<file path="config.mk">
export PLATFORM = sky130hd
export DESIGN_NAME = cpu16_next_pc_predictor
export DESIGN_NICKNAME = d
export VERILOG_FILES = /design/src/design/cpu16_npc_pkg.sv /design/src/design/cpu16_npc_decode.sv /design/src/design/cpu16_next_pc_predictor.sv
export VERILOG_INCLUDE_DIRS = /design/src /design/src/design
export SDC_FILE = /design/constraint.sdc
export NUM_CORES = 1
export LEC_CHECK = 0
export ABC_AREA = 1
export BUFFER_PORTS_ARGS = -buffer_cell sky130_fd_sc_hd__clkbuf_2
export CORE_ASPECT_RATIO = 0.6
export CORE_UTILIZATION = 50
export CTS_CLUSTER_DIAMETER = 60
export CTS_CLUSTER_SIZE = 30
export DETAILED_ROUTE_END_ITERATION = 8
export GPL_TIMING_DRIVEN = 0
export PLACE_DENSITY = 0.73
export SLEW_MARGIN = 20
export SYNTH_ARGS = -nofsm -noshare
export SYNTH_HDL_FRONTEND = slang
export SYNTH_HIERARCHICAL = 1
export SYNTH_SLANG_ARGS = --single-unit
export TNS_END_PERCENT = 20
</file>
<file path="constraint.sdc">
create_clock -name clk -period 4.4 [get_ports clk]
set_clock_uncertainty 0.05 [all_clocks]
set_input_delay 0.22 -clock clk [delete_from_list [all_inputs] [get_ports clk]]
set_output_delay 0.22 -clock clk [all_outputs]
set_load 0.005 [all_outputs]
</file>
<file path="src/design/cpu16_next_pc_predictor_defines.svh">
// ----------------------------------------------------------------------------
// cpu16_next_pc_predictor_defines
// Assertion macros shared by the next-PC predictor RTL.
// ----------------------------------------------------------------------------
`ifndef CPU16_NEXT_PC_PREDICTOR_DEFINES_SVH
`define CPU16_NEXT_PC_PREDICTOR_DEFINES_SVH

// check a property on every rising clk edge outside reset
`define NPC_ASSERT(label, prop, msg) \
	label: assert property (@(posedge clk) disable iff (!arst_n) (prop)) else $error(msg);

// check that a condition implies a property on the next clk edge
`define NPC_ASSERT_NEXT(label, cond, prop, msg) \
	label: assert property (@(posedge clk) disable iff (!arst_n) (cond) |=> (prop)) \
		else $error(msg);

`endif

</file>
<file path="src/design/cpu16_npc_pkg.sv">
// ----------------------------------------------------------------------------
// cpu16_npc_pkg
// Types, opcode constants and the base length table of the next-PC predictor.
// ----------------------------------------------------------------------------
package cpu16_npc_pkg;

	localparam int unsigned IN_DATA_W  = 64;
	localparam int unsigned OUT_DATA_W = 56;

	localparam logic [7:0] OP_BRA = 8'h80;
	localparam logic [7:0] OP_BRL = 8'h82;
	localparam logic [7:0] OP_JMP_ABS = 8'h4C;
	localparam logic [7:0] OP_JSL = 8'h22;
	localparam logic [7:0] OP_JML = 8'h5C;
	localparam logic [7:0] OP_LDY_IMM = 8'hA0;
	localparam logic [7:0] OP_LDX_IMM = 8'hA2;
	localparam logic [7:0] OP_CPY_IMM = 8'hC0;
	localparam logic [7:0] OP_CPX_IMM = 8'hE0;
	// low five opcode bits of the conditional branches and accumulator immediates
	localparam logic [4:0] BCC_LOW = 5'h10;
	localparam logic [4:0] ACC_IMM_LOW = 5'h09;
	localparam int unsigned FLAG_M = 5;
	localparam int unsigned FLAG_X = 4;

	typedef struct packed {
		logic [23:0] pc_long;
		logic [7:0]  opcode;
		logic [7:0]  operand_lo;
		logic [7:0]  operand_hi;
		logic [7:0]  operand_bank;
		logic [7:0]  status_flags;
	} npc_item_t;

	typedef struct packed {
		logic [23:0] next_address;
		logic [23:0] alt_address;
		logic        has_alt;
		logic [2:0]  insn_length;
	} npc_result_t;

	// native-mode base size, 8-bit immediates
	localparam logic [2:0] BASE_LEN [256] = '{
		3'd2,3'd2,3'd2,3'd2, 3'd2,3'd2,3'd2,3'd2, 3'd1,3'd2,3'd1,3'd1, 3'd3,3'd3,3'd3,3'd4,
		3'd2,3'd2,3'd2,3'd2, 3'd2,3'd2,3'd2,3'd2, 3'd1,3'd3,3'd1,3'd1, 3'd3,3'd3,3'd3,3'd4,
		3'd3,3'd2,3'd4,3'd2, 3'd2,3'd2,3'd2,3'd2, 3'd1,3'd2,3'd1,3'd1, 3'd3,3'd3,3'd3,3'd4,
		3'd2,3'd2,3'd2,3'd2, 3'd2,3'd2,3'd2,3'd2, 3'd1,3'd3,3'd1,3'd1, 3'd3,3'd3,3'd3,3'd4,
		3'd1,3'd2,3'd2,3'd2, 3'd3,3'd2,3'd2,3'd2, 3'd1,3'd2,3'd1,3'd1, 3'd3,3'd3,3'd3,3'd4,
		3'd2,3'd2,3'd2,3'd2, 3'd3,3'd2,3'd2,3'd2, 3'd1,3'd3,3'd1,3'd1, 3'd4,3'd3,3'd3,3'd4,
		3'd1,3'd2,3'd3,3'd2, 3'd2,3'd2,3'd2,3'd2, 3'd1,3'd2,3'd1,3'd1, 3'd3,3'd3,3'd3,3'd4,
		3'd2,3'd2,3'd2,3'd2, 3'd2,3'd2,3'd2,3'd2, 3'd1,3'd3,3'd1,3'd1, 3'd3,3'd3,3'd3,3'd4,
		3'd2,3'd2,3'd3,3'd2, 3'd2,3'd2,3'd2,3'd2, 3'd1,3'd2,3'd1,3'd1, 3'd3,3'd3,3'd3,3'd4,
		3'd2,3'd2,3'd2,3'd2, 3'd2,3'd2,3'd2,3'd2, 3'd1,3'd3,3'd1,3'd1, 3'd3,3'd3,3'd3,3'd4,
		3'd2,3'd2,3'd2,3'd2, 3'd2,3'd2,3'd2,3'd2, 3'd1,3'd2,3'd1,3'd1, 3'd3,3'd3,3'd3,3'd4,
		3'd2,3'd2,3'd2,3'd2, 3'd2,3'd2,3'd2,3'd2, 3'd1,3'd3,3'd1,3'd1, 3'd3,3'd3,3'd3,3'd4,
		3'd2,3'd2,3'd2,3'd2, 3'd2,3'd2,3'd2,3'd2, 3'd1,3'd2,3'd1,3'd1, 3'd3,3'd3,3'd3,3'd4,
		3'd2,3'd2,3'd2,3'd2, 3'd2,3'd2,3'd2,3'd2, 3'd1,3'd3,3'd1,3'd1, 3'd3,3'd3,3'd3,3'd4,
		3'd2,3'd2,3'd2,3'd2, 3'd2,3'd2,3'd2,3'd2, 3'd1,3'd2,3'd1,3'd1, 3'd3,3'd3,3'd3,3'd4,
		3'd2,3'd2,3'd2,3'd2, 3'd3,3'd2,3'd2,3'd2, 3'd1,3'd3,3'd1,3'd1, 3'd3,3'd3,3'd3,3'd4
	};

endpackage

</file>
<file path="src/design/cpu16_npc_decode.sv">
// ----------------------------------------------------------------------------
// cpu16_npc_decode
// Length decode and next / branch target address generation for one opcode.
// ----------------------------------------------------------------------------
module cpu16_npc_decode import cpu16_npc_pkg::*; (
	input  npc_item_t   item,
	output npc_result_t result
);

	logic [7:0]  bank;
	logic [15:0] pc16;
	logic [2:0]  len;
	logic        acc_imm;
	logic        idx_imm;
	logic [15:0] fall_pc;
	logic [15:0] rel8_pc;
	logic [15:0] rel16_pc;
	logic [23:0] fall_addr;
	logic [23:0] rel8_addr;

	assign bank = item.pc_long[23:16];
	assign pc16 = item.pc_long[15:0];

	assign acc_imm = (item.opcode[4:0] == ACC_IMM_LOW) && !item.status_flags[FLAG_M];
	assign idx_imm = ((item.opcode == OP_LDY_IMM) || (item.opcode == OP_LDX_IMM) ||
		(item.opcode == OP_CPY_IMM) || (item.opcode == OP_CPX_IMM)) &&
		!item.status_flags[FLAG_X];

	assign len = BASE_LEN[item.opcode] + {2'b00, acc_imm} + {2'b00, idx_imm};

	// all PC arithmetic wraps inside the bank
	assign fall_pc  = pc16 + {13'd0, len};
	assign rel8_pc  = pc16 + 16'd2 + {{8{item.operand_lo[7]}}, item.operand_lo};
	assign rel16_pc = pc16 + 16'd3 + {item.operand_hi, item.operand_lo};

	assign fall_addr = {bank, fall_pc};
	assign rel8_addr = {bank, rel8_pc};

	always_comb begin
		result.next_address = fall_addr;
		result.alt_address  = 24'd0;
		result.has_alt      = 1'b0;
		result.insn_length  = len;
		if (item.opcode[4:0] == BCC_LOW) begin
			// a taken target equal to the fall-through is not reported
			if (rel8_addr != fall_addr) begin
				result.alt_address = rel8_addr;
				result.has_alt     = 1'b1;
			end
		end else begin
			case (item.opcode)
				OP_BRA: begin
					result.next_address = rel8_addr;
				end
				OP_BRL: begin
					result.next_address = {bank, rel16_pc};
				end
				OP_JMP_ABS: begin
					result.next_address = {bank, item.operand_hi, item.operand_lo};
				end
				OP_JSL, OP_JML: begin
					result.next_address = {item.operand_bank, item.operand_hi, item.operand_lo};
				end
				default: begin
					result.next_address = fall_addr;
				end
			endcase
		end
	end

endmodule

</file>
<file path="src/design/cpu16_next_pc_predictor.sv">
// ----------------------------------------------------------------------------
// cpu16_next_pc_predictor
// Native-mode instruction length and next program address predictor.
// ----------------------------------------------------------------------------
// Takes one fetch transaction per clock when not back-pressured and returns one
// result transaction per fetch, in order, via the input and result registers.
// The fetch is captured in an input register, decoded by one short layer of
// logic (table lookup, three 16-bit adds, a compare) and held in a result
// register; while a result waits the input keeps accepting as long as the
// input register is free or moving; unstalled, one transaction per cycle.
// Input tdata, low bit first: pc_long[23:0], opcode, operand_lo, operand_hi,
// operand_bank, status_flags. Output tdata, low bit first: next_address[23:0],
// alt_address[23:0], has_alt, insn_length[2:0], four zero pad bits.
`include "cpu16_next_pc_predictor_defines.svh"

module cpu16_next_pc_predictor import cpu16_npc_pkg::*; (
	input  logic                  clk,
	input  logic                  arst_n,
	input  logic                  s_axis_tvalid,
	output logic                  s_axis_tready,
	// pc_long, opcode, operand_lo, operand_hi, operand_bank, status_flags
	input  logic [IN_DATA_W-1:0]  s_axis_tdata,
	output logic                  m_axis_tvalid,
	input  logic                  m_axis_tready,
	// next_address, alt_address, has_alt, insn_length, zero pad
	output logic [OUT_DATA_W-1:0] m_axis_tdata
);

	npc_item_t   in_item;
	npc_item_t   item_s1;
	npc_result_t result;
	npc_result_t result_s2;
	logic        valid_s1;
	logic        valid_s2;
	logic        adv_s2;

	assign in_item.pc_long      = s_axis_tdata[23:0];
	assign in_item.opcode       = s_axis_tdata[31:24];
	assign in_item.operand_lo   = s_axis_tdata[39:32];
	assign in_item.operand_hi   = s_axis_tdata[47:40];
	assign in_item.operand_bank = s_axis_tdata[55:48];
	assign in_item.status_flags = s_axis_tdata[63:56];

	assign adv_s2        = !valid_s2 || m_axis_tready;
	assign s_axis_tready = !valid_s1 || adv_s2;

	always_ff @(posedge clk or negedge arst_n) begin
		if (!arst_n) begin
			valid_s1 <= 1'b0;
			valid_s2 <= 1'b0;
		end else begin
			if (s_axis_tready) begin
				valid_s1 <= s_axis_tvalid;
			end
			if (adv_s2) begin
				valid_s2 <= valid_s1;
			end
		end
	end

	always_ff @(posedge clk) begin
		if (s_axis_tvalid && s_axis_tready) begin
			item_s1 <= in_item;
		end
		if (valid_s1 && adv_s2) begin
			result_s2 <= result;
		end
	end

	cpu16_npc_decode u_decode (
		.item   (item_s1),
		.result (result)
	);

	assign m_axis_tvalid = valid_s2;
	assign m_axis_tdata  = {4'd0, result_s2.insn_length, result_s2.has_alt,
		result_s2.alt_address, result_s2.next_address};

	`NPC_ASSERT(a_alt_distinct, m_axis_tvalid && result_s2.has_alt |->
		result_s2.alt_address != result_s2.next_address, "alt target equals fall-through")
	`NPC_ASSERT(a_alt_zero, m_axis_tvalid && !result_s2.has_alt |->
		result_s2.alt_address == 24'd0, "alt address nonzero without branch")
	`NPC_ASSERT(a_len_range, m_axis_tvalid |->
		result_s2.insn_length != 3'd0 && result_s2.insn_length <= 3'd4, "bad length")
	`NPC_ASSERT_NEXT(a_s1_hold, valid_s1 && !adv_s2, valid_s1 && $stable(item_s1),
		"input stage lost while output stalled")

endmodule
</file>
Yosys cells after proc, flatten, opt, wreduce, memory -nomap -nowiden:

Memories as Yosys holds them, arrays and structs flattened.
Index checks and enable logic that the tools add are counted.

* output and inout port bits: 58
* ROM bits: 768
* logic and storage cells: 54
* latch bits: 0
* RAM bits: 0
* register bits: 116
* input port bits: 68
* memories: 1

* bitwise operators: 1
* reduce and logical (&&, ||, !) cells: 15
* multiplexer cells: 5
* $mul: 0
* div/mod/pow operators: 0
* eq/ne operators: 12
* add/sub/neg operators: 7
* order comparisons: 1
* shift operators: 0

Memory list
* (name not given): depth 256, bits a word 3, read ports 1, clocked after memory_dff 0, write ports 0, RTL line cpu16_npc_decode.sv:29 `assign len = BASE_LEN[item.opcode] + {2'b00, acc_imm} + {2'b00, idx_imm};`

Operators by type and width (number)
* one-hot mux 24 bit (4 select lines): 1
* == test 8 bit (second input constant): 6
* adder 16 bit: 2
* adder 16 x 2 -> 16 bit (second input constant): 2
* two-way mux 24 bit: 1
* adder 16 x 3 -> 16 bit: 1
* == test 8 x 7 -> 1 bit (second input constant): 2
* inequality test 16 bit: 1
* greater-or-equal comparator 9 bit (second input constant): 1
* inverter 8 -> 9 bit: 1
* == test 8 x 6 -> 1 bit (second input constant): 1
* adder 3 x 1 -> 3 bit: 2
* two-way mux 3 bit: 2
* == test 5 x 4 -> 1 bit (second input constant): 1
* == test 5 bit (second input constant): 1
* logical OR 1 bit: 5
* logical AND 1 bit: 4
* zero test 1 bit: 4
* AND reduction 2 bit: 1
* OR reduction 2 bit: 1
* two-way mux 1 bit: 1

Longest topological paths before layout:

Gate-level depths: netlist of the first run.

* depth in word-level cells: 9
* depth in mapped cells: 29
* gate-level depth less buffers: 28

Modules after synthesis:

Netlist of the first run, hierarchy kept.

Modules (own cells, without submodules)
* cpu16_npc_decode: cells each 718, area an instance 3871.2 um^2, instances 1, seq. area each 0.0 um^2
* cpu16_next_pc_predictor: cells each 133, area an instance 3612.2 um^2, instances 1, seq. area each 3533.4 um^2

Least setup slack after synthesis of the first run:

No wires, ideal clock.

* path kind: reg2reg
* from: reg item_s1[32] (netlist bit)
* to: reg result_s2, in the netlist m_axis_tdata[39], data pin
* path slack: 0.448 ns
* cell stages (with the launch flop): 27
* arrival: 3.651 ns
* cell sequence: edfxtp_1 ha_1 nand2_1 nor2_1 a21oi_1 o21ai_0 nand3_1 a31oi_1 a311oi_1 fa_1 ha_1 fa_1 nand3_2 nand2_2 nand2_2 nand2_1 nand2_1 nand3_1 nand2_1 nand2_1 nor2_1 nand2_1 nor2_2 nand2_2 nand2_4 buf_8 nor2_2

RTL lines
* from (decl): RTL line cpu16_next_pc_predictor.sv:30 `npc_item_t item_s1;`
* from (signal assigned): RTL line cpu16_next_pc_predictor.sv:63 `item_s1 <= in_item;`
* to (signal assigned): RTL line cpu16_next_pc_predictor.sv:66 `result_s2 <= result;`
* to (decl): RTL line cpu16_next_pc_predictor.sv:32 `npc_result_t result_s2;`

==> impl_metrics.json, run 1 <==
{
  "status": "finished, violations left",
  "violations": "negative hold slack, negative setup slack",
  "setup.worst_path.start_class": "flip-flop",
  "setup.worst_path.start": "item_s1[32]$_DFFE_PP_",
  "wire_per_inst_um": 16.1,
  "critPathMaxFanout": 6,
  "postRouteAntennaNets": 0,
  "cp-end-kind": "flip-flop",
  "p_int_mw": 2.01,
  "p_comb_share_pct": 28.3,
  "slew_headroom_pct": 53.9,
  "track_usage_pct": 26.8,
  "dr.first_iter.drc_count": 558,
  "grt_max_degree": 35,
  "whs_path_depth": 1,
  "first_pass_iters": 5,
  "r2r_slack_ns": -0.11,
  "hp-class": "in2reg",
  "fin_crit_ns": 4.51,
  "vias": 6551,
  "vias_per_cell": 5.24,
  "die_area_mm2": 0.0151,
  "met1_usage_pct": 39.6,
  "diodes": 0,
  "core_area_mm2": 0.0140,
  "finalWorstSetupSlack_ns": -0.114,
  "reg2reg_from": "item_s1[32]$_DFFE_PP_",
  "clock_latency_ns": 0.36,
  "use_met3_pct": 7.77,
  "fp-row-count": 33,
  "hpwlAfterDp_um": 14400,
  "utilization_pct": 68.4,
  "peakVddDrop_mv": 0.223,
  "syn_inst": 845,
  "crit_arrival_ns": 4.59,
  "finalHoldViolations": 1,
  "path_clk_slew_ns": 0.08,
  "drt_wl_total_um": 20100,
  "critPathKind": "reg2reg",
  "path_buf_inv": 4,
  "hold_ws_ns": -0.000980,
  "register_area_mm2": 0.00335,
  "die_y_um": 95.6,
  "cts_tree": "yes",
  "avgSynthCellArea_um2": 8.64,
  "tightest_slew_ns": 0.691,
  "fill_cells": 1071,
  "ioPinCount": 126,
  "p_sw_share_pct": 33.2,
  "powerDensity_mw_per_mm2": 315,
  "pwr-share-clk_pct": 28.1,
  "synth_area_mm2": 0.00730,
  "power.leakage_nw": 4.47,
  "antenna_found_initial": 0,
  "start_util_pct": 52.3,
  "reg2reg_depth": 26,
  "fin_cells": 1249,
  "io_buffer_count": 115,
  "min_period_over_period_pct": 103,
  "slew_viol_final": 0,
  "yosys_warnings": 6,
  "rsz0062_at_grt": "yes",
  "busiest_layer": "met1",
  "setup_violations": 19,
  "cp_num_cells": 26,
  "routabilityCongestion": 0.927,
  "grt_first_pass_wirelength_um": 30100,
  "clock_path_buffers": 2,
  "worstReg2RegEnd": "m_axis_tdata[42]$_DFFE_PP_",
  "multi_input_area_mm2": 0.00366,
  "met2_usage_pct": 38.7,
  "layout.nets": 1179,
  "cp_common_cell": "nand2_2",
  "cpPeakStageDelay_ns": 0.54,
  "drive_gt1_share_pct": 25.9,
  "htreeDepth": 3,
  "fmax_mhz": 222,
  "cts_sinks": 112,
  "grt_remaining_overflow": 0,
  "area_growth_pct": 30.7,
  "die_w_um": 158,
  "slowest_stage": "fa_2",
  "worstPathRequired_ns": 4.48,
  "sequentialPowerShare_pct": 43.6,
  "drc": 0,
  "dp.cells": 1158,
  "p_switching_mw": 0.998,
  "cts-buffers-inserted": 9,
  "cts-root-buf": "clkbuf_16",
  "critPathTopFamily": "adder cells",
  "cp-endpoint": "m_axis_tdata[42]$_DFFE_PP_",
  "cap_viol_max_count": 0,
  "grt_pass1_vias": 5848,
  "setup-tns-final_ns": -1.71
}
[power groups by stage]
stage          sequential [mW]  combinational, mW  clock, mW
6_report                  1.31              0.850      0.846
5_1_grt                   1.32              0.946      0.893
4_1_cts                   1.31              0.794      0.854
3_5_place_dp              1.33              0.726          0
3_3_place_gp              1.34              0.697          0
2_1_floorplan             1.33              0.499          0
[sequential cells by signal, indices dropped and copies added, names as in the netlist]
| name | cells |
|---|---|
| valid_s1 | 1 |
| m_axis_tdata | 52 |
| m_axis_tvalid | 1 |
| item_s1 | 58 |
[placed cells by master, fill, tap and decap left out, types with 5 or more instances in the layout]
| cell type | n |
|---|---|
| nand2_1 | 219 |
| xnor2_1 | 7 |
| ha_4 | 6 |
| nand4_1 | 10 |
| nor2_4 | 5 |
| ha_1 | 49 |
| buf_4 | 19 |
| inv_2 | 7 |
| nand3b_1 | 6 |
| dlygate4sd3_1 | 57 |
| nand3_1 | 60 |
| nor2_1 | 46 |
| nand2_4 | 8 |
| nand2_2 | 35 |
| nor2_2 | 27 |
| clkbuf_2 | 115 |
| o2111ai_1 | 6 |
| nand3_2 | 9 |
| clkbuf_16 | 10 |
| inv_1 | 116 |
| xor2_1 | 6 |
| a21oi_1 | 30 |
| edfxtp_1 | 110 |
| o21ai_0 | 26 |
[worst min path at each step]
stage	slack, ns	from	endpoint
4_1_cts	0.0004	s_axis_tdata[17]	item_s1[57]$_DFFE_PP_
3_5_place_dp	-0.04	arst_n	m_axis_tvalid$_DFFE_PN0P_
2_1_floorplan	-0.13	arst_n	m_axis_tvalid$_DFFE_PN0P_
3_3_place_gp	-0.04	arst_n	m_axis_tvalid$_DFFE_PN0P_
6_report	-0.001	s_axis_tdata[49]	item_s1[9]$_DFFE_PP_
5_1_grt	-0.004	s_axis_tdata[49]	item_s1[9]$_DFFE_PP_
[routing by layer]
layer	up-vias	wire [um]	share of wire (%)
li1	3217	-	-
met1	2987	9480	47
met5	-	0	0
met2	327	8130	41
met4	0	161	0.80
met3	20	2280	11
[stage by stage]
| stage | setup WS, ns | total power, mW | instance area [um2] |
|---|---|---|---|
| 6_report | -0.114 | 3.01 | 9550 |
| 5_1_grt | -0.302 | 3.16 | 9550 |
| 4_1_cts | 0.00393 | 2.96 | 9290 |
| 3_5_place_dp | -0.457 | 2.06 | 8220 |
| 3_3_place_gp | -0.425 | 2.04 | 8130 |
| 2_1_floorplan | 0.448 | 1.83 | 7310 |
[final cells by class]
class,instances,area share (%)
multi-input cells,599,38.4
flip-flops and latches,112,35.1
repair buffers,195,15.0
inverters,125,4.94
well taps,192,2.52
clock buffers,9,2.36
clock inverters,7,0.865
plain buffers,10,0.839
[what timing repair did]
action / CTS / global route
gates cloned: 1 / 1
hold endpoints to repair: 55 / 3
setup buffers: 12 / 7
hold buffers: 54 / 3
resized for setup: 24 / 42
endpoints found under the setup margin: 25 / 25
pin swaps: 16 / 30
Power figures use the tool's default switching activity.
==> run 2: changes to the inputs <==
--- a/config.mk
+++ b/config.mk
@@ -6,15 +6,15 @@
 export SDC_FILE = /design/constraint.sdc
 export NUM_CORES = 1
 export LEC_CHECK = 0
-export ABC_AREA = 1
+export ABC_AREA = 0
 export BUFFER_PORTS_ARGS = -buffer_cell sky130_fd_sc_hd__clkbuf_2
-export CORE_ASPECT_RATIO = 0.6
+export CORE_ASPECT_RATIO = 0.5
 export CORE_UTILIZATION = 50
 export CTS_CLUSTER_DIAMETER = 60
 export CTS_CLUSTER_SIZE = 30
 export DETAILED_ROUTE_END_ITERATION = 8
 export GPL_TIMING_DRIVEN = 0
-export PLACE_DENSITY = 0.73
+export PLACE_DENSITY = 0.74
 export SLEW_MARGIN = 20
 export SYNTH_ARGS = -nofsm -noshare
 export SYNTH_HDL_FRONTEND = slang
==> impl_metrics.json, run 2 <==
{
  "status": "finished, violations left",
  "violations": "negative setup slack",
  "final_cell_mix": "117 x clkbuf_2, 110 x edfxtp_1, 59 x dlygate4sd3_1",
  "diodes": 0,
  "yosys_warnings": 6,
  "r2r_slack_ns": -0.45,
  "crit_arrival_ns": 4.91,
  "rsz0062_at_grt": "yes",
  "hold_path_startpoint": "s_axis_tvalid",
  "clock_latency_ns": 0.36,
  "die_w_um": 167,
  "area_growth_pct": 31.1,
  "avgSynthCellArea_um2": 12.1,
  "grt_max_degree": 59,
  "finalPower_mw": 2.95,
  "grt_pass1_vias": 5294,
  "slew_viol_final": 0,
  "reg2reg_from": "item_s1[32]$_DFFE_PP_",
  "vias_per_cell": 5.72,
  "slew_headroom_pct": 25.2,
  "reg2reg_depth": 19,
  "hold_ws_ns": 0.0182,
  "postLayoutCellArea_mm2": 0.00896,
  "powerDensity_mw_per_mm2": 329,
  "syn_inst": 565,
  "worstPathRequired_ns": 4.46,
  "finalWorstSetupSlack_ns": -0.451,
  "cts-buffers-inserted": 9,
  "peakVddDrop_mv": 0.213,
  "core_area_mm2": 0.0130,
  "final_common_cell": "clkbuf_2",
  "power.leakage_nw": 3.68,
  "hp-class": "in2reg",
  "setup.worst_path.start_class": "flip-flop",
  "path_clk_slew_ns": 0.09,
  "worstReg2RegEnd": "m_axis_tdata[31]$_DFFE_PP_",
  "cp-end-kind": "flip-flop",
  "whs_path_depth": 2,
  "cts-root-buf": "clkbuf_16",
  "die_y_um": 84.7,
  "finalHoldViolations": 0,
  "max_flop_register": "item_s1",
  "setup_violations": 25,
  "cap_viol_max_count": 0,
  "ioPinCount": 126,
  "wire_per_inst_um": 18.8,
  "critPathKind": "reg2reg",
  "setup-tns-final_ns": -9.99,
  "antenna_found_initial": 0,
  "track_usage_pct": 26.0,
  "hpwlAfterDp_um": 11900,
  "grt_remaining_overflow": 0,
  "cts_tree": "yes",
  "clock_path_buffers": 2,
  "grt_first_pass_wirelength_um": 27800,
  "start_util_pct": 52.6,
  "die_area_mm2": 0.0142,
  "worstHoldEndpoint": "valid_s1$_DFFE_PN0P_",
  "fin_cells": 948,
  "min_period_over_period_pct": 110,
  "utilization_pct": 69.0,
  "placedInstanceArea_mm2": 0.00771,
  "critPathMaxFanout": 6,
  "largest_reg_flops": 58,
  "synth_area_mm2": 0.00684,
  "drc": 0,
  "htreeDepth": 3,
  "cts_sinks": 112,
  "fp-row-count": 29,
  "layout.nets": 900,
  "tightest_slew_ns": 1.11,
  "io_buffer_count": 115,
  "drive_gt1_share_pct": 31.0,
  "dp.cells": 853,
  "dr.first_iter.drc_count": 496,
  "fin_crit_ns": 4.85,
  "routabilityCongestion": 0.892,
  "postRouteAntennaNets": 0,
  "drt_wl_total_um": 17900,
  "vias": 5426,
  "fmax_mhz": 206,
  "first_pass_iters": 5,
  "pre_cts_ws_ns": -0.598
}
==> run 2: changes by cell type in the layout (fill, tap and decap cells not counted), sizes merged, moves of 7 or more <==
cell    change
xnor2      +19
nand2b      +8
nor2       -47
a21o        +7
nand3      -58
and2       +22
xor2       +12
inv       -109
mux2        +8
clkbuf      +9
and3        +7
nand2     -228
==> run 2: routing by layer <==
layer	part of all wire, %	track usage [%]	up-vias
met3	8.2	6.98	30
met2	46	42.5	227
li1	-	-	2558
met4	1.7	6.51	0
met1	45	34.5	2611
met5	0	0	-
==> run 2: critical path: stages, from the launching register on <==
cell	delay [ns]
edfxtp_1	0.45
inv_2	0.13
ha_2	0.27
mux2i_1	0.09
o221ai_1	0.17
o21ai_1	0.11
a21oi_2	0.13
fa_2	0.48
ha_4	0.18
fa_2	0.40
a21o_4	0.24
nand4_1	0.14
xor2_2	0.20
xnor2_1	0.09
or4_4	0.57
nor4_4	0.20
a31oi_4	0.21
buf_4	0.19
buf_8	0.13
and2_4	0.15
==> run 2: repair_timing <==
action / 4_1_cts / 5_1_grt
gates cloned: 2 / 0
endpoints found under the hold margin: 58 / 2
setup buffers: 11 / 9
endpoints found under the setup margin: 25 / 25
gates resized for setup: 22 / 17
pin swaps: 3 / 4
hold buffers: 57 / 2
==> run 2: cell type report <==
| cell class | count | area [um2] |
|---|---|---|
| clock buffers | 9 | 225 |
| well taps | 170 | 213 |
| multi-input cells | 412 | 3480 |
| inverters | 17 | 63.8 |
| plain buffers | 25 | 155 |
| flip-flops and latches | 112 | 3350 |
| clock inverters | 7 | 73.8 |
| fillers | 938 | 4030 |
| repair buffers | 196 | 1400 |
==> run 2: worst max-delay path by stage <==
stage | startpoint | end | slack, ns | cells after the start
after global routing | item_s1[32]$_DFFE_PP_ | m_axis_tdata[31]$_DFFE_PP_ | -0.63 | 20
after detailed placement | item_s1[37]$_DFFE_PP_ | m_axis_tdata[45]$_DFFE_PP_ | -0.60 | 19
after CTS | item_s1[32]$_DFFE_PP_ | m_axis_tdata[34]$_DFFE_PP_ | -0.41 | 19
final | item_s1[32]$_DFFE_PP_ | m_axis_tdata[31]$_DFFE_PP_ | -0.45 | 19
after global placement | item_s1[33]$_DFFE_PP_ | m_axis_tdata[41]$_DFFE_PP_ | -0.52 | 19
after floorplan | item_s1[32]$_DFFE_PP_ | m_axis_tdata[30]$_DFFE_PP_ | 0.004 | 20
==> run 2: power by group <==
part / switching, mW / internal (mW)
combinational: 0.438 / 0.373
clock: 0.425 / 0.401
sequential: 0.0478 / 1.27
total: 0.910 / 2.04
==> run 3: changes to the inputs <==
--- a/config.mk
+++ b/config.mk
@@ -9,15 +9,15 @@
 export ABC_AREA = 0
 export BUFFER_PORTS_ARGS = -buffer_cell sky130_fd_sc_hd__clkbuf_2
 export CORE_ASPECT_RATIO = 0.5
-export CORE_UTILIZATION = 50
+export CORE_UTILIZATION = 55
 export CTS_CLUSTER_DIAMETER = 60
 export CTS_CLUSTER_SIZE = 30
 export DETAILED_ROUTE_END_ITERATION = 8
 export GPL_TIMING_DRIVEN = 0
-export PLACE_DENSITY = 0.74
+export PLACE_DENSITY = 0.8
 export SLEW_MARGIN = 20
 export SYNTH_ARGS = -nofsm -noshare
 export SYNTH_HDL_FRONTEND = slang
 export SYNTH_HIERARCHICAL = 1
 export SYNTH_SLANG_ARGS = --single-unit
-export TNS_END_PERCENT = 20
+export TNS_END_PERCENT = 100
==> impl_metrics.json, run 3 (synthesis gave the netlist of run 2 again) <==
{
  "placedInstanceArea_mm2": 0.00770,
  "critPathKind": "reg2reg",
  "hp-class": "in2reg",
  "final_common_cell": "clkbuf_2",
  "cp-end-kind": "flip-flop",
  "slowest_stage": "edfxtp_1",
  "io_buffer_count": 115,
  "clock_path_buffers": 2,
  "reg2reg_from": "item_s1[33]$_DFFE_PP_",
  "dp.cells": 848,
  "fin_crit_ns": 4.90,
  "grt_pass1_vias": 5188,
  "peakVddDrop_mv": 0.200,
  "vias_per_cell": 5.86,
  "die_y_um": 80.9,
  "min_period_over_period_pct": 111,
  "htreeDepth": 3,
  "cts-buffers-inserted": 9,
  "ioPinCount": 126,
  "violations": "negative setup slack",
  "r2r_slack_ns": -0.50,
  "setup-tns-final_ns": -11.26,
  "diodes": 0,
  "whs_path_depth": 2,
  "cp_common_cell": "ha_4",
  "fin_cells": 946,
  "core_area_mm2": 0.0120,
  "crit_arrival_ns": 4.97,
  "vias": 5543,
  "layout.nets": 903,
  "fp-row-count": 28,
  "worstHoldEndpoint": "valid_s1$_DFFE_PN0P_",
  "first_pass_iters": 6,
  "largest_reg_flops": 58,
  "hpwlAfterDp_um": 11400,
  "final_cell_mix": "116 x clkbuf_2, 110 x edfxtp_1, 59 x dlygate4sd3_1",
  "cap_viol_max_count": 0,
  "grt_max_degree": 59,
  "routabilityCongestion": 0.921,
  "drive_gt1_share_pct": 32.3,
  "setup.worst_path.start_class": "flip-flop",
  "finalWorstSetupSlack_ns": -0.504,
  "reg2reg_depth": 20,
  "clock_latency_ns": 0.36,
  "area_growth_pct": 32.3,
  "postRouteAntennaNets": 0,
  "postLayoutCellArea_mm2": 0.00904,
  "track_usage_pct": 27.1,
  "max_flop_register": "item_s1",
  "fmax_mhz": 204,
  "dr.first_iter.drc_count": 539,
  "rsz0062_at_grt": "yes",
  "worstReg2RegEnd": "m_axis_tdata[34]$_DFFE_PP_",
  "path_clk_slew_ns": 0.08,
  "antenna_found_initial": 0,
  "cts_sinks": 112,
  "drc": 0,
  "setup_violations": 25,
  "power.leakage_nw": 3.71,
  "cpPeakStageDelay_ns": 0.43,
  "hold_path_startpoint": "s_axis_tvalid",
  "drt_wl_total_um": 17900,
  "powerDensity_mw_per_mm2": 333,
  "wire_per_inst_um": 18.9,
  "start_util_pct": 57.1,
  "grt_first_pass_wirelength_um": 26300,
  "tightest_slew_ns": 1.11,
  "worstPathRequired_ns": 4.46,
  "die_area_mm2": 0.0129,
  "cts_tree": "yes",
  "die_w_um": 160,
  "critPathMaxFanout": 6,
  "grt_remaining_overflow": 0,
  "cts-root-buf": "clkbuf_16",
  "slew_headroom_pct": 25.2,
  "finalHoldViolations": 0,
  "worstPathCellList": "buf_4 -> ha_4 -> o211ai_1 -> o21ai_1 -> a22oi_2 -> a21oi_2 -> fa_2 -> ha_4 -> xor2_2 -> ha_4 -> nand3_4 -> and2_4 -> or3_4 -> a2111oi_4 -> o211ai_2 -> nor4_4 -> a31oi_4 -> buf_6 -> buf_8 -> and2_4",
  "status": "finished, violations left",
  "slew_viol_final": 0
}
-- run 3: cell count changes in the layout (fill, tap and decap cells not counted), sizes merged --
cell      delta
buf          +4
bufbuf       -1
clkinvlp     -1
inv          +1
-- run 3: area by class of cell --
cell class / count / area, um2
buffer: 24 / 150
clock buffer: 9 / 225
clock inverter: 7 / 98.8
fill: 776 / 2940
inverter: 17 / 63.8
multi-input combinational: 412 / 3540
sequential: 112 / 3350
tap: 165 / 206
timing repair buffer: 200 / 1410
-- run 3: stage by stage --
step	hold slack, ns	power (mW)	setup slack (ns)	util [%]
final	0.0108	3.01	-0.504	75.5
after floorplan	-0.126	1.84	0.00353	-
after detailed placement	-0.0436	2.04	-0.707	64.3
after global routing	0.00253	3.13	-0.608	75.5
after global placement	-0.0452	2.03	-0.589	64.2
after CTS	0.000216	2.96	-0.341	74.0
-- run 3: what timing repair did --
action / CTS / global route
cloned: 1 / 1
hold buffers: 56 / 3
pin swaps: 7 / 11
gates resized for setup: 27 / 24
setup buffers: 19 / 6
hold endpoints to repair: 57 / 3
setup endpoints to repair: 25 / 25
-- run 3: how the worst max path moves through the flow --
stage / start / end / slack, ns / cells past startpoint
final: item_s1[33]$_DFFE_PP_ / m_axis_tdata[34]$_DFFE_PP_ / -0.50 / 20
after global routing: item_s1[33]$_DFFE_PP_ / m_axis_tdata[36]$_DFFE_PP_ / -0.61 / 20
after CTS: item_s1[33]$_DFFE_PP_ / m_axis_tdata[37]$_DFFE_PP_ / -0.34 / 20
after detailed placement: item_s1[37]$_DFFE_PP_ / m_axis_tdata[39]$_DFFE_PP_ / -0.71 / 19
after global placement: item_s1[37]$_DFFE_PP_ / m_axis_tdata[30]$_DFFE_PP_ / -0.59 / 19
after floorplan: item_s1[32]$_DFFE_PP_ / m_axis_tdata[30]$_DFFE_PP_ / 0.004 / 20
-- run 3: worst max-delay path, delay by kind of cell (launching register included) --
family | cells | cell delay (ns)
AO/OA/AOI/OAI | 7 | 1.27
flip-flops | 1 | 0.43
XOR/XNOR | 1 | 0.19
adder cells (fa/ha/maj) | 4 | 1.07
AND/OR/NAND/NOR | 5 | 1.18
buffers and inverters | 3 | 0.48
-- run 3: layer usage --
| layer | vias to the layer above | share of wire, % | global-route usage (%) |
|---|---|---|---|
| met4 | 0 | 2.1 | 9.90 |
| met3 | 41 | 8.7 | 6.49 |
| li1 | 2551 | - | - |
| met5 | - | 0 | 0 |
| met2 | 313 | 47 | 44.4 |
| met1 | 2638 | 42 | 35.6 |
-- run 3: where the power goes --
group	switching (mW)	internal, mW
registers	0.0478	1.27
logic	0.460	0.381
clock network	0.437	0.416
